File: config.mk
export PLATFORM = sky130hd
export DESIGN_NAME = pcg32_random_generator_flat
export DESIGN_NICKNAME = d
export VERILOG_FILES = /design/src/hw/rtl/pcg_pkg.sv /design/src/hw/rtl/pcg_req_if.sv /design/src/hw/rtl/pcg_rsp_if.sv /design/src/hw/rtl/pcg32_random_generator.sv /design/src/flat_wrapper.sv
export SDC_FILE = /design/constraint.sdc
export NUM_CORES = 1
export LEC_CHECK = 0
export ABC_AREA = 1
export BUFFER_PORTS_ARGS = -buffer_cell sky130_fd_sc_hd__buf_2
export CORE_AREA = 2 2 231 233
export DETAILED_ROUTE_END_ITERATION = 8
export DIE_AREA = 0 0 233 235
export GPL_ROUTABILITY_DRIVEN = 1
export PLACE_DENSITY_LB_ADDON = 0.15
export RECOVER_POWER = 50
export SETUP_SLACK_MARGIN = 0.3
export SYNTH_ARGS = -nofsm -noshare
export SYNTH_HDL_FRONTEND = slang
export SYNTH_SLANG_ARGS = --single-unit
File: constraint.sdc
create_clock -name clock -period 18.2 [get_ports clock]
set_clock_uncertainty 0.05 [all_clocks]
set_input_delay 0.91 -clock clock [delete_from_list [all_inputs] [get_ports clock]]
set_output_delay 0.91 -clock clock [all_outputs]
set_load 0.01 [all_outputs]
File: src/hw/rtl/pcg_pkg.sv
// ----------------------------------------------------------------------------
// pcg_pkg
// Shared widths, constants, request codes and the XSH-RR output function of
// the PCG32 random generator.
// ----------------------------------------------------------------------------
package pcg_pkg;

   // data widths
   localparam int STATE_W    = 64;
   localparam int WORD_W     = 32;
   localparam int STREAM_W   = 63;
   localparam int REQ_W      = 2;
   localparam int CSR_IDX_W  = 1;
   localparam int ROT_W      = 5;
   localparam int CNT_W      = $clog2(STATE_W);
   localparam int DIV_CNT_W  = $clog2(WORD_W);

   // last bit step of a multiply pass and of a divide pass
   localparam logic [CNT_W-1:0]     DRAW_LAST = CNT_W'(STATE_W - 1);
   localparam logic [DIV_CNT_W-1:0] DIV_LAST  = DIV_CNT_W'(WORD_W - 1);

   // generator constants
   localparam logic [STATE_W-1:0] LCG_MULT   = 64'd6364136223846793005;
   localparam logic [STATE_W-1:0] INIT_STATE = 64'h853c49e6748fea9b;
   localparam logic [STATE_W-1:0] INIT_INC   = 64'hda3e39cb94b95bdb;
   localparam int XSH_SHIFT = 18;
   localparam int XSH_LOW   = 27;

   // request codes
   localparam logic [REQ_W-1:0] REQ_RAW     = 2'd0;
   localparam logic [REQ_W-1:0] REQ_BOUNDED = 2'd1;
   localparam logic [REQ_W-1:0] REQ_RESEED  = 2'd2;

   // register indexes
   localparam logic [CSR_IDX_W-1:0] CSR_SEED   = 1'b0;
   localparam logic [CSR_IDX_W-1:0] CSR_STREAM = 1'b1;

   // controller states
   typedef enum logic [3:0] {
      ST_IDLE = 4'b0001,
      ST_DRAW = 4'b0010,
      ST_DIV  = 4'b0100,
      ST_DONE = 4'b1000
   } state_type;

   // what the current multiply pass belongs to
   typedef enum logic [1:0] {
      OP_RAW         = 2'd0,
      OP_BOUNDED     = 2'd1,
      OP_SEED_FIRST  = 2'd2,
      OP_SEED_SECOND = 2'd3
   } op_type;

   // xorshift high bits, then rotate right by the top five state bits
   function automatic logic [WORD_W-1:0] xsh_rr(input logic [STATE_W-1:0] s);
      logic [STATE_W-1:0]  mixed;
      logic [WORD_W-1:0]   x;
      logic [ROT_W-1:0]    r;
      logic [2*WORD_W-1:0] twice;
      mixed = s ^ (s >> XSH_SHIFT);
      x     = mixed[XSH_LOW +: WORD_W];
      r     = s[STATE_W-1 -: ROT_W];
      twice = {x, x} >> r;
      return twice[WORD_W-1:0];
   endfunction

endpackage

File: src/hw/rtl/pcg_req_if.sv
// ----------------------------------------------------------------------------
// pcg_req_if
// Request channel: request kind and bound, valid/ready handshake.
// ----------------------------------------------------------------------------
interface pcg_req_if import pcg_pkg::*; ();
   logic              valid;
   logic              ready;
   logic [REQ_W-1:0]  req_type;
   logic [WORD_W-1:0] bound;

   modport source (output valid, req_type, bound, input ready);
   modport sink   (input valid, req_type, bound, output ready);
endinterface

File: src/hw/rtl/pcg_rsp_if.sv
// ----------------------------------------------------------------------------
// pcg_rsp_if
// Response channel: one word per request (zero for a reseed), valid/ready handshake.
// ----------------------------------------------------------------------------
interface pcg_rsp_if import pcg_pkg::*; ();
   logic              valid;
   logic              ready;
   logic [WORD_W-1:0] random_value;

   modport source (output valid, random_value, input ready);
   modport sink   (input valid, random_value, output ready);
endinterface

File: src/hw/rtl/pcg32_random_generator.sv
// ----------------------------------------------------------------------------
// pcg32_random_generator
// PCG32 (XSH-RR, 64-bit LCG) generator with raw draws, bounded draws by
// rejection and reseeding from two configuration registers.
//
//   channel  direction  payload                     handshake
//   req_if   in         req_type[1:0], bound[31:0]  valid / ready
//   rsp_if   out        random_value[31:0]          valid / ready
//   csr_*    in         csr_index[0], csr_wdata     csr_we, no wait
//
// A raw draw runs one multiply pass: the LCG step is a bit-serial carry-save
// multiplier that consumes one state bit per cycle. A bounded draw adds a
// divide pass for the threshold, a multiply pass per rejected draw and a
// divide pass for the final modulo (restoring divider, one quotient bit per
// cycle). A reseed takes two multiply passes. Reset loads the initial state
// at once, with no clearing pass. A stalled result waits in the output
// register while the next request is accepted and worked on.
// ----------------------------------------------------------------------------
module pcg32_random_generator import pcg_pkg::*; (
   input  logic                 clock,
   input  logic                 reset,
   pcg_req_if.sink              req_if,
   pcg_rsp_if.source            rsp_if,
   input  logic                 csr_we,
   input  logic [CSR_IDX_W-1:0] csr_index,
   input  logic [STATE_W-1:0]   csr_wdata
);

   state_type            state_ff, state_in;
   op_type               op_ff, op_in;
   logic                 div_mod_ff, div_mod_in;
   logic [CNT_W-1:0]     cnt_ff, cnt_in;
   logic [STATE_W-1:0]   lcg_state_ff, lcg_state_in;
   logic [STATE_W-1:0]   lcg_inc_ff, lcg_inc_in;
   logic [STATE_W-1:0]   seed_ff, seed_in;
   logic [STREAM_W-1:0]  stream_ff, stream_in;
   logic [STATE_W-1:0]   sum_ff, sum_in;
   logic [STATE_W-1:0]   car_ff, car_in;
   logic [1:0]           cy_ff, cy_in;
   logic [WORD_W-1:0]    draw_ff, draw_in;
   logic [WORD_W-1:0]    thresh_ff, thresh_in;
   logic [WORD_W-1:0]    bound_ff, bound_in;
   logic [WORD_W-1:0]    result_ff, result_in;
   logic [WORD_W-1:0]    rem_ff, rem_in;
   logic [WORD_W-1:0]    num_ff, num_in;
   logic                 rsp_valid_ff, rsp_valid_in;
   logic [WORD_W-1:0]    rsp_data_ff, rsp_data_in;

   logic                 req_fire;
   logic [STATE_W-1:0]   part_prod;
   logic [STATE_W-1:0]   fa_sum;
   logic [STATE_W-1:0]   fa_car;
   logic                 seed_bit;
   logic [2:0]           add_bits;
   logic [WORD_W:0]      div_trial;
   logic                 div_ge;
   logic [WORD_W-1:0]    div_diff;
   logic [WORD_W-1:0]    div_rem;

   assign req_if.ready        = (state_ff == ST_IDLE);
   assign req_fire            = req_if.valid & req_if.ready;
   assign rsp_if.valid        = rsp_valid_ff;
   assign rsp_if.random_value = rsp_data_ff;

   // carry-save row: add the multiplier bit times the constant into the row
   assign part_prod = lcg_state_ff[0] ? LCG_MULT : '0;
   assign fa_sum    = sum_ff ^ car_ff ^ part_prod;
   assign fa_car    = (sum_ff & car_ff) | (sum_ff & part_prod) | (car_ff & part_prod);

   // serial adder: product bit plus increment bit plus seed bit on the first reseed pass
   assign seed_bit = (op_ff == OP_SEED_FIRST) & seed_ff[0];
   assign add_bits = {2'b00, fa_sum[0]} + {2'b00, lcg_inc_ff[0]} + {2'b00, seed_bit}
                   + {1'b0, cy_ff};

   // restoring divider step; the difference fits the word whenever it is taken
   assign div_trial = {rem_ff, num_ff[WORD_W-1]};
   assign div_ge    = (div_trial >= {1'b0, bound_ff});
   assign div_diff  = div_trial[WORD_W-1:0] - bound_ff;
   assign div_rem   = div_ge ? div_diff : div_trial[WORD_W-1:0];

   always_comb begin
      state_in     = state_ff;
      op_in        = op_ff;
      div_mod_in   = div_mod_ff;
      cnt_in       = cnt_ff;
      lcg_state_in = lcg_state_ff;
      lcg_inc_in   = lcg_inc_ff;
      seed_in      = seed_ff;
      stream_in    = stream_ff;
      sum_in       = sum_ff;
      car_in       = car_ff;
      cy_in        = cy_ff;
      draw_in      = draw_ff;
      thresh_in    = thresh_ff;
      bound_in     = bound_ff;
      result_in    = result_ff;
      rem_in       = rem_ff;
      num_in       = num_ff;
      rsp_valid_in = rsp_valid_ff;
      rsp_data_in  = rsp_data_ff;

      // write configuration registers
      if (csr_we) begin
         case (csr_index)
            CSR_SEED:   seed_in   = csr_wdata;
            CSR_STREAM: stream_in = csr_wdata[STREAM_W-1:0];
            default:    ;
         endcase
      end

      // drop the result once the transaction completes
      if (rsp_valid_ff && rsp_if.ready) begin
         rsp_valid_in = 1'b0;
      end

      case (state_ff)
         ST_IDLE: begin
            if (req_fire) begin
               bound_in = req_if.bound;
               case (req_if.req_type)
                  REQ_RAW: begin
                     op_in    = OP_RAW;
                     sum_in   = '0;
                     car_in   = '0;
                     cy_in    = '0;
                     cnt_in   = '0;
                     state_in = ST_DRAW;
                  end
                  REQ_BOUNDED: begin
                     if (req_if.bound == '0) begin
                        op_in    = OP_RAW;
                        sum_in   = '0;
                        car_in   = '0;
                        cy_in    = '0;
                        cnt_in   = '0;
                        state_in = ST_DRAW;
                     end else begin
                        // threshold = (2^32 - bound) mod bound
                        op_in      = OP_BOUNDED;
                        num_in     = '0 - req_if.bound;
                        rem_in     = '0;
                        div_mod_in = 1'b0;
                        cnt_in     = '0;
                        state_in   = ST_DIV;
                     end
                  end
                  REQ_RESEED: begin
                     lcg_state_in = '0;
                     lcg_inc_in   = {stream_ff, 1'b1};
                     op_in        = OP_SEED_FIRST;
                     sum_in       = '0;
                     car_in       = '0;
                     cy_in        = '0;
                     cnt_in       = '0;
                     state_in     = ST_DRAW;
                  end
                  default: begin
                     result_in = '0;
                     state_in  = ST_DONE;
                  end
               endcase
            end
         end

         ST_DRAW: begin
            // take the output word from the old state before it shifts
            if (cnt_ff == '0) begin
               draw_in = xsh_rr(lcg_state_ff);
            end
            // advance one bit: new state bits enter at the top
            lcg_state_in = {add_bits[0], lcg_state_ff[STATE_W-1:1]};
            cy_in        = add_bits[2:1];
            sum_in       = {1'b0, fa_sum[STATE_W-1:1]};
            car_in       = fa_car;
            lcg_inc_in   = {lcg_inc_ff[0], lcg_inc_ff[STATE_W-1:1]};
            seed_in      = {seed_ff[0], seed_ff[STATE_W-1:1]};
            cnt_in       = cnt_ff + 1'b1;
            if (cnt_ff == DRAW_LAST) begin
               case (op_ff)
                  OP_RAW: begin
                     result_in = draw_ff;
                     state_in  = ST_DONE;
                  end
                  OP_SEED_FIRST: begin
                     op_in  = OP_SEED_SECOND;
                     sum_in = '0;
                     car_in = '0;
                     cy_in  = '0;
                  end
                  OP_SEED_SECOND: begin
                     result_in = '0;
                     state_in  = ST_DONE;
                  end
                  OP_BOUNDED: begin
                     if (draw_ff >= thresh_ff) begin
                        num_in     = draw_ff;
                        rem_in     = '0;
                        div_mod_in = 1'b1;
                        cnt_in     = '0;
                        state_in   = ST_DIV;
                     end else begin
                        // reject and draw again
                        sum_in = '0;
                        car_in = '0;
                        cy_in  = '0;
                     end
                  end
                  default: state_in = ST_IDLE;
               endcase
            end
         end

         ST_DIV: begin
            rem_in = div_rem;
            num_in = {num_ff[WORD_W-2:0], 1'b0};
            cnt_in = cnt_ff + 1'b1;
            if (cnt_ff[DIV_CNT_W-1:0] == DIV_LAST) begin
               if (div_mod_ff) begin
                  result_in = div_rem;
                  state_in  = ST_DONE;
               end else begin
                  thresh_in = div_rem;
                  sum_in    = '0;
                  car_in    = '0;
                  cy_in     = '0;
                  cnt_in    = '0;
                  state_in  = ST_DRAW;
               end
            end
         end

         ST_DONE: begin
            // hand over once the output register is free
            if (!rsp_valid_ff || rsp_if.ready) begin
               rsp_valid_in = 1'b1;
               rsp_data_in  = result_ff;
               state_in     = ST_IDLE;
            end
         end

         default: state_in = ST_IDLE;
      endcase
   end

   // control and generator state
   always_ff @(posedge clock) begin
      if (reset) begin
         state_ff     <= ST_IDLE;
         op_ff        <= OP_RAW;
         div_mod_ff   <= 1'b0;
         cnt_ff       <= '0;
         lcg_state_ff <= INIT_STATE;
         lcg_inc_ff   <= INIT_INC;
         seed_ff      <= '0;
         stream_ff    <= '0;
         rsp_valid_ff <= 1'b0;
      end else begin
         state_ff     <= state_in;
         op_ff        <= op_in;
         div_mod_ff   <= div_mod_in;
         cnt_ff       <= cnt_in;
         lcg_state_ff <= lcg_state_in;
         lcg_inc_ff   <= lcg_inc_in;
         seed_ff      <= seed_in;
         stream_ff    <= stream_in;
         rsp_valid_ff <= rsp_valid_in;
      end
   end

   // datapath payload
   always_ff @(posedge clock) begin
      sum_ff      <= sum_in;
      car_ff      <= car_in;
      cy_ff       <= cy_in;
      draw_ff     <= draw_in;
      thresh_ff   <= thresh_in;
      bound_ff    <= bound_in;
      result_ff   <= result_in;
      rem_ff      <= rem_in;
      num_ff      <= num_in;
      rsp_data_ff <= rsp_data_in;
   end

`ifndef NO_ASSERTIONS
   // an accepted request always leaves idle
   assert property (@(posedge clock) disable iff (reset)
      req_fire |=> (state_ff != ST_IDLE))
      else $error("accepted request did not start work");

   // a multiply pass runs its full length
   assert property (@(posedge clock) disable iff (reset)
      ((state_ff == ST_DRAW) && (cnt_ff != DRAW_LAST)) |=> (state_ff == ST_DRAW))
      else $error("multiply pass ended early");

   // the divider remainder stays below the divisor
   assert property (@(posedge clock) disable iff (reset)
      (state_ff == ST_DIV) |-> (rem_ff < bound_ff))
      else $error("divider remainder out of range");

   // the first reseed pass starts from a zero state
   assert property (@(posedge clock) disable iff (reset)
      ((state_ff == ST_DRAW) && (op_ff == OP_SEED_FIRST) && (cnt_ff == '0))
         |-> (lcg_state_ff == '0))
      else $error("reseed pass did not start from zero");
`endif

endmodule
File: src/flat_wrapper.sv
// flat-port wrapper written by rule: the top's interface ports become plain ports
module pcg32_random_generator_flat import pcg_pkg::*;
  (clock, reset, csr_we, csr_index, csr_wdata, req_if_valid, req_if_req_type, req_if_bound, req_if_ready, rsp_if_valid, rsp_if_random_value, rsp_if_ready);
  pcg_req_if req_if_i ();
  pcg_rsp_if rsp_if_i ();
  input  logic clock;
  input  logic reset;
  input  logic csr_we;
  input  logic [CSR_IDX_W-1:0] csr_index;
  input  logic [STATE_W-1:0] csr_wdata;
  input wire logic [$bits(req_if_i.valid)-1:0] req_if_valid;
  input wire logic [$bits(req_if_i.req_type)-1:0] req_if_req_type;
  input wire logic [$bits(req_if_i.bound)-1:0] req_if_bound;
  output wire logic [$bits(req_if_i.ready)-1:0] req_if_ready;
  output wire logic [$bits(rsp_if_i.valid)-1:0] rsp_if_valid;
  output wire logic [$bits(rsp_if_i.random_value)-1:0] rsp_if_random_value;
  input wire logic [$bits(rsp_if_i.ready)-1:0] rsp_if_ready;
  assign req_if_i.valid = req_if_valid;
  assign req_if_i.req_type = req_if_req_type;
  assign req_if_i.bound = req_if_bound;
  assign req_if_ready = req_if_i.ready;
  assign rsp_if_valid = rsp_if_i.valid;
  assign rsp_if_random_value = rsp_if_i.random_value;
  assign rsp_if_i.ready = rsp_if_ready;
  pcg32_random_generator u_core (.clock(clock), .reset(reset), .req_if(req_if_i), .rsp_if(rsp_if_i), .csr_we(csr_we), .csr_index(csr_index), .csr_wdata(csr_wdata));
endmodule
==> reports/qor.yml <==
status: "finished, violations left"
violations: "capacitance limit, slew limit"
power_density_nw_per_um2: 127.6
setup_tns_ns: 0
cp_max_fo: 111
netlist-cell-type-count: 49
coreArea_um2: 52240
grt_pass1_vias: 23290
holdPathStages: 0
insertion_delay_ns: 0.61
groute.usage.overall_pct: 27.99
dieArea_um2: 54760
grtUsageMet1_pct: 40.36
synth.avg_cell_area_um2: 8.637
hold_path.class: "flip-flop to flip-flop"
setup_viol: 0
min_from: "u_core.result_ff[10]"
r2r_end: "u_core.lcg_inc_ff[12]"
period_share_pct: 49.69
cts_tree: "done"
synthTopCellsByArea: "edfxtp_1 34%, dfxtp_1 17%, nand2_1 8.9%, inv_1 5.5%, nor2_1 5.2%"
path_cells: "nor2_1 > nand3_1 > clkinvlp_2 > clkbuf_1 > nor2_1 > o311ai_0"
worst_path_max_delay_cell: "clkbuf_1"
grt_max_degree: 139
swShare_pct: 33.29
p_seq_share_pct: 44.5
p_leak_nw: 14.44
grt-ovfl-total: 0
clkPwrFrac_pct: 29.4
reg2reg_slack_ns: 9.16
slew_headroom_pct: -230.5
ctsHtreeMaxLevel: 3
dp_slack_ns: 13.79
drive_above_1_share_pct: 5.961
rr_startpoint: "u_core.state_ff[3]"
path_delay_family: "buffers and inverters"
worstRegToRegCells: 6
io_buffers: 137
combPwrFrac_pct: 26.1
routed_wl_mm: 76.36
seq_area_frac_synth_pct: 51.45
gr-usage-met3_pct: 4.430
avgRoutedWirePerCell_um: 17.49
whs_endpoint: "u_core.rsp_if.random_value[10]"
worstMarginPinSlew_ns: 4.958
required_ns: 18.61
rows: 84
rsz0062_at_grt: "no"
synthMostInstantiatedCell: "nand2_1"
syn_inst: 3584
ys_dominant_reg_cell: "edfxtp_1"
ys_ff_latch: 620
dr_total_vias: 24490
ant_nets: 0
synthToLayoutAreaGrowth_pct: 9.265
fmaxAchievable_mhz: 110.6
syn-num-nets: 3830
final_nets: 3872
syn_area_um2: 30950
dieWidth_um: 233
cts.sinks: 620
synth_warnings: 0
io-pin-count: 138
worstSetupStartpointType: "flip-flop"
cpPeakStageDelay_ns: 3.56
cts_resized: 0
cp-end-kind: "flip-flop"
met2_usage_pct: 44.26
drt_pass1_iterations: 6
grt_pass1_wl_mm: 122.6
drv_slew: 788
cts_buffers: 66
synth_top_area_share_pct: 34.05
maxCapViolations: 13
worst_slack_ns: 9.156
synth_edf_count: 351
p_switching_w: 0.001437
initial_core_util_pct: 59.26
crit_top_cell: "nor2_1"
dp_hpwl_mm: 53.30
yosysTopAreaCell: "edfxtp_1"
vdd_ir_drop_max_mv: 0.1012
critPathArrivalTime_ns: 9.46
path_class: "flip-flop to flip-flop"
intPower_w: 0.002880
cts_root_buffer: "clkbuf_16"
clockBufferDepth: 3
die_y_um: 235
routabilityCongestion: 0.9713
crit_start: "u_core.state_ff[3]"
clkTransAtPathRegs_ns: 0.06
finalCriticalPeriod_ns: 9.044
grt-busiest-layer: "met2"
vias_per_cell: 5.610
drtIter0Drc: 2046
async_flop_share_pct: 0
hold_buffers: 0
synth_commonest_cells: "737 x nand2_1, 450 x inv_1, 432 x nor2_1, 351 x edfxtp_1, 269 x dfxtp_1"
n_fill_cell: 4458
antenna_found_initial: 7
drc: 0
postCtsSetupBuffers: 0
final-hold-violation-count: 0
p_total_w: 0.004317
critPathBufInv: 2
==> kinds of logic after synthesis <==
group / after synthesis / synth area share (%)
buffers and inverters: 645 / 8.145
xor gates and xnor gates: 43 / 1.217
and+or+nand+nor: 1476 / 19.83
adders and majority gates: 142 / 6.589
AOI/OAI and AO/OA: 648 / 12.45
DFF: 620 / 51.45
muxes: 10 / 0.3234
==> power by group through the flow <==
| stage | Clock, W | Sequential, W | Combinational, W |
|---|---|---|---|
| final | 0.00127 | 0.00192 | 0.00113 |
| after global routing | 0.00135 | 0.00195 | 0.00129 |
| after CTS | 0.00129 | 0.00192 | 0.00113 |
| after detailed placement | 0 | 0.00195 | 0.00112 |
| after global placement | 0 | 0.00194 | 0.00109 |
| after floorplan | 0 | 0.00193 | 0.000795 |
==> through the flow <==
stage | utilization, % | instance area (µm²) | hold WS, ns | cells
after floorplan | - | 30950 | 0.3503 | 3584
after global placement | 61.19 | 31960 | 0.3508 | 4246
after detailed placement | 61.19 | 31960 | 0.3545 | 4246
after CTS | 65.10 | 34000 | 0.3698 | 4362
after global routing | 64.74 | 33820 | 0.3747 | 4364
final | 64.75 | 33820 | 0.3687 | 4366
==> worst max path at each step <==
stage                                 end  cells past startpoint  slack (ns)
floorplan             u_core.result_ff[0]                      4       11.32
global placement        u_core.car_ff[30]                     10       13.94
detailed placement      u_core.car_ff[30]                     10       13.79
CTS                      u_core.car_ff[5]                     10       13.76
global route         u_core.lcg_inc_ff[1]                      6        8.29
finish              u_core.lcg_inc_ff[12]                      6        9.16
==> cell type report <==
class,instances,area (µm²),share of cell area (%)
Tap cell,688,860.8,2.545
Clock inverter,26,216.5,0.6400
Inverter,456,1718,5.079
Antenna cell,4,10.01,0.02960
Timing Repair Buffer,163,762.0,2.253
Sequential cell,620,15930,47.09
Multi-Input combinational cell,2319,12500,36.97
Clock buffer,90,1823,5.390
==> cells in the final DEF, fill, tap and decap left out, drive strengths merged, types with 11 or more instances in the layout <==
master,synthesis,final
o211ai,47,47
o221ai,13,13
a31oi,26,26
o21ai,254,254
a22oi,19,19
a211oi,67,67
nand2,741,741
o311ai,38,38
dfxtp,269,269
fa,35,35
a21oi,165,165
nor3,18,18
clkinv,0,22
or2,12,12
xnor2,18,18
buf,67,86
xor2,25,25
nand3,207,207
ha,107,107
edfxtp,351,351
nand4,11,11
nand3b,40,40
clkbuf,122,167
inv,456,457
nor2,437,437
==> sequential cells by signal, summed over array words and instances, names as in the netlist, 62 cells and up <==
signal	count
u_core.lcg_inc_ff	64
u_core.sum_ff	62
u_core.stream_ff	63
u_core.seed_ff	64
u_core.car_ff	63
u_core.lcg_state_ff	64
==> metal layers <==
metal | share of wire, % | vias to the layer above
li1 | - | 12040
met1 | 45 | 11560
met2 | 46 | 759
met3 | 6.8 | 129
met4 | 2.3 | 10
met5 | 0.085 | -
Note: power is estimated with default switching activity, not from simulation.
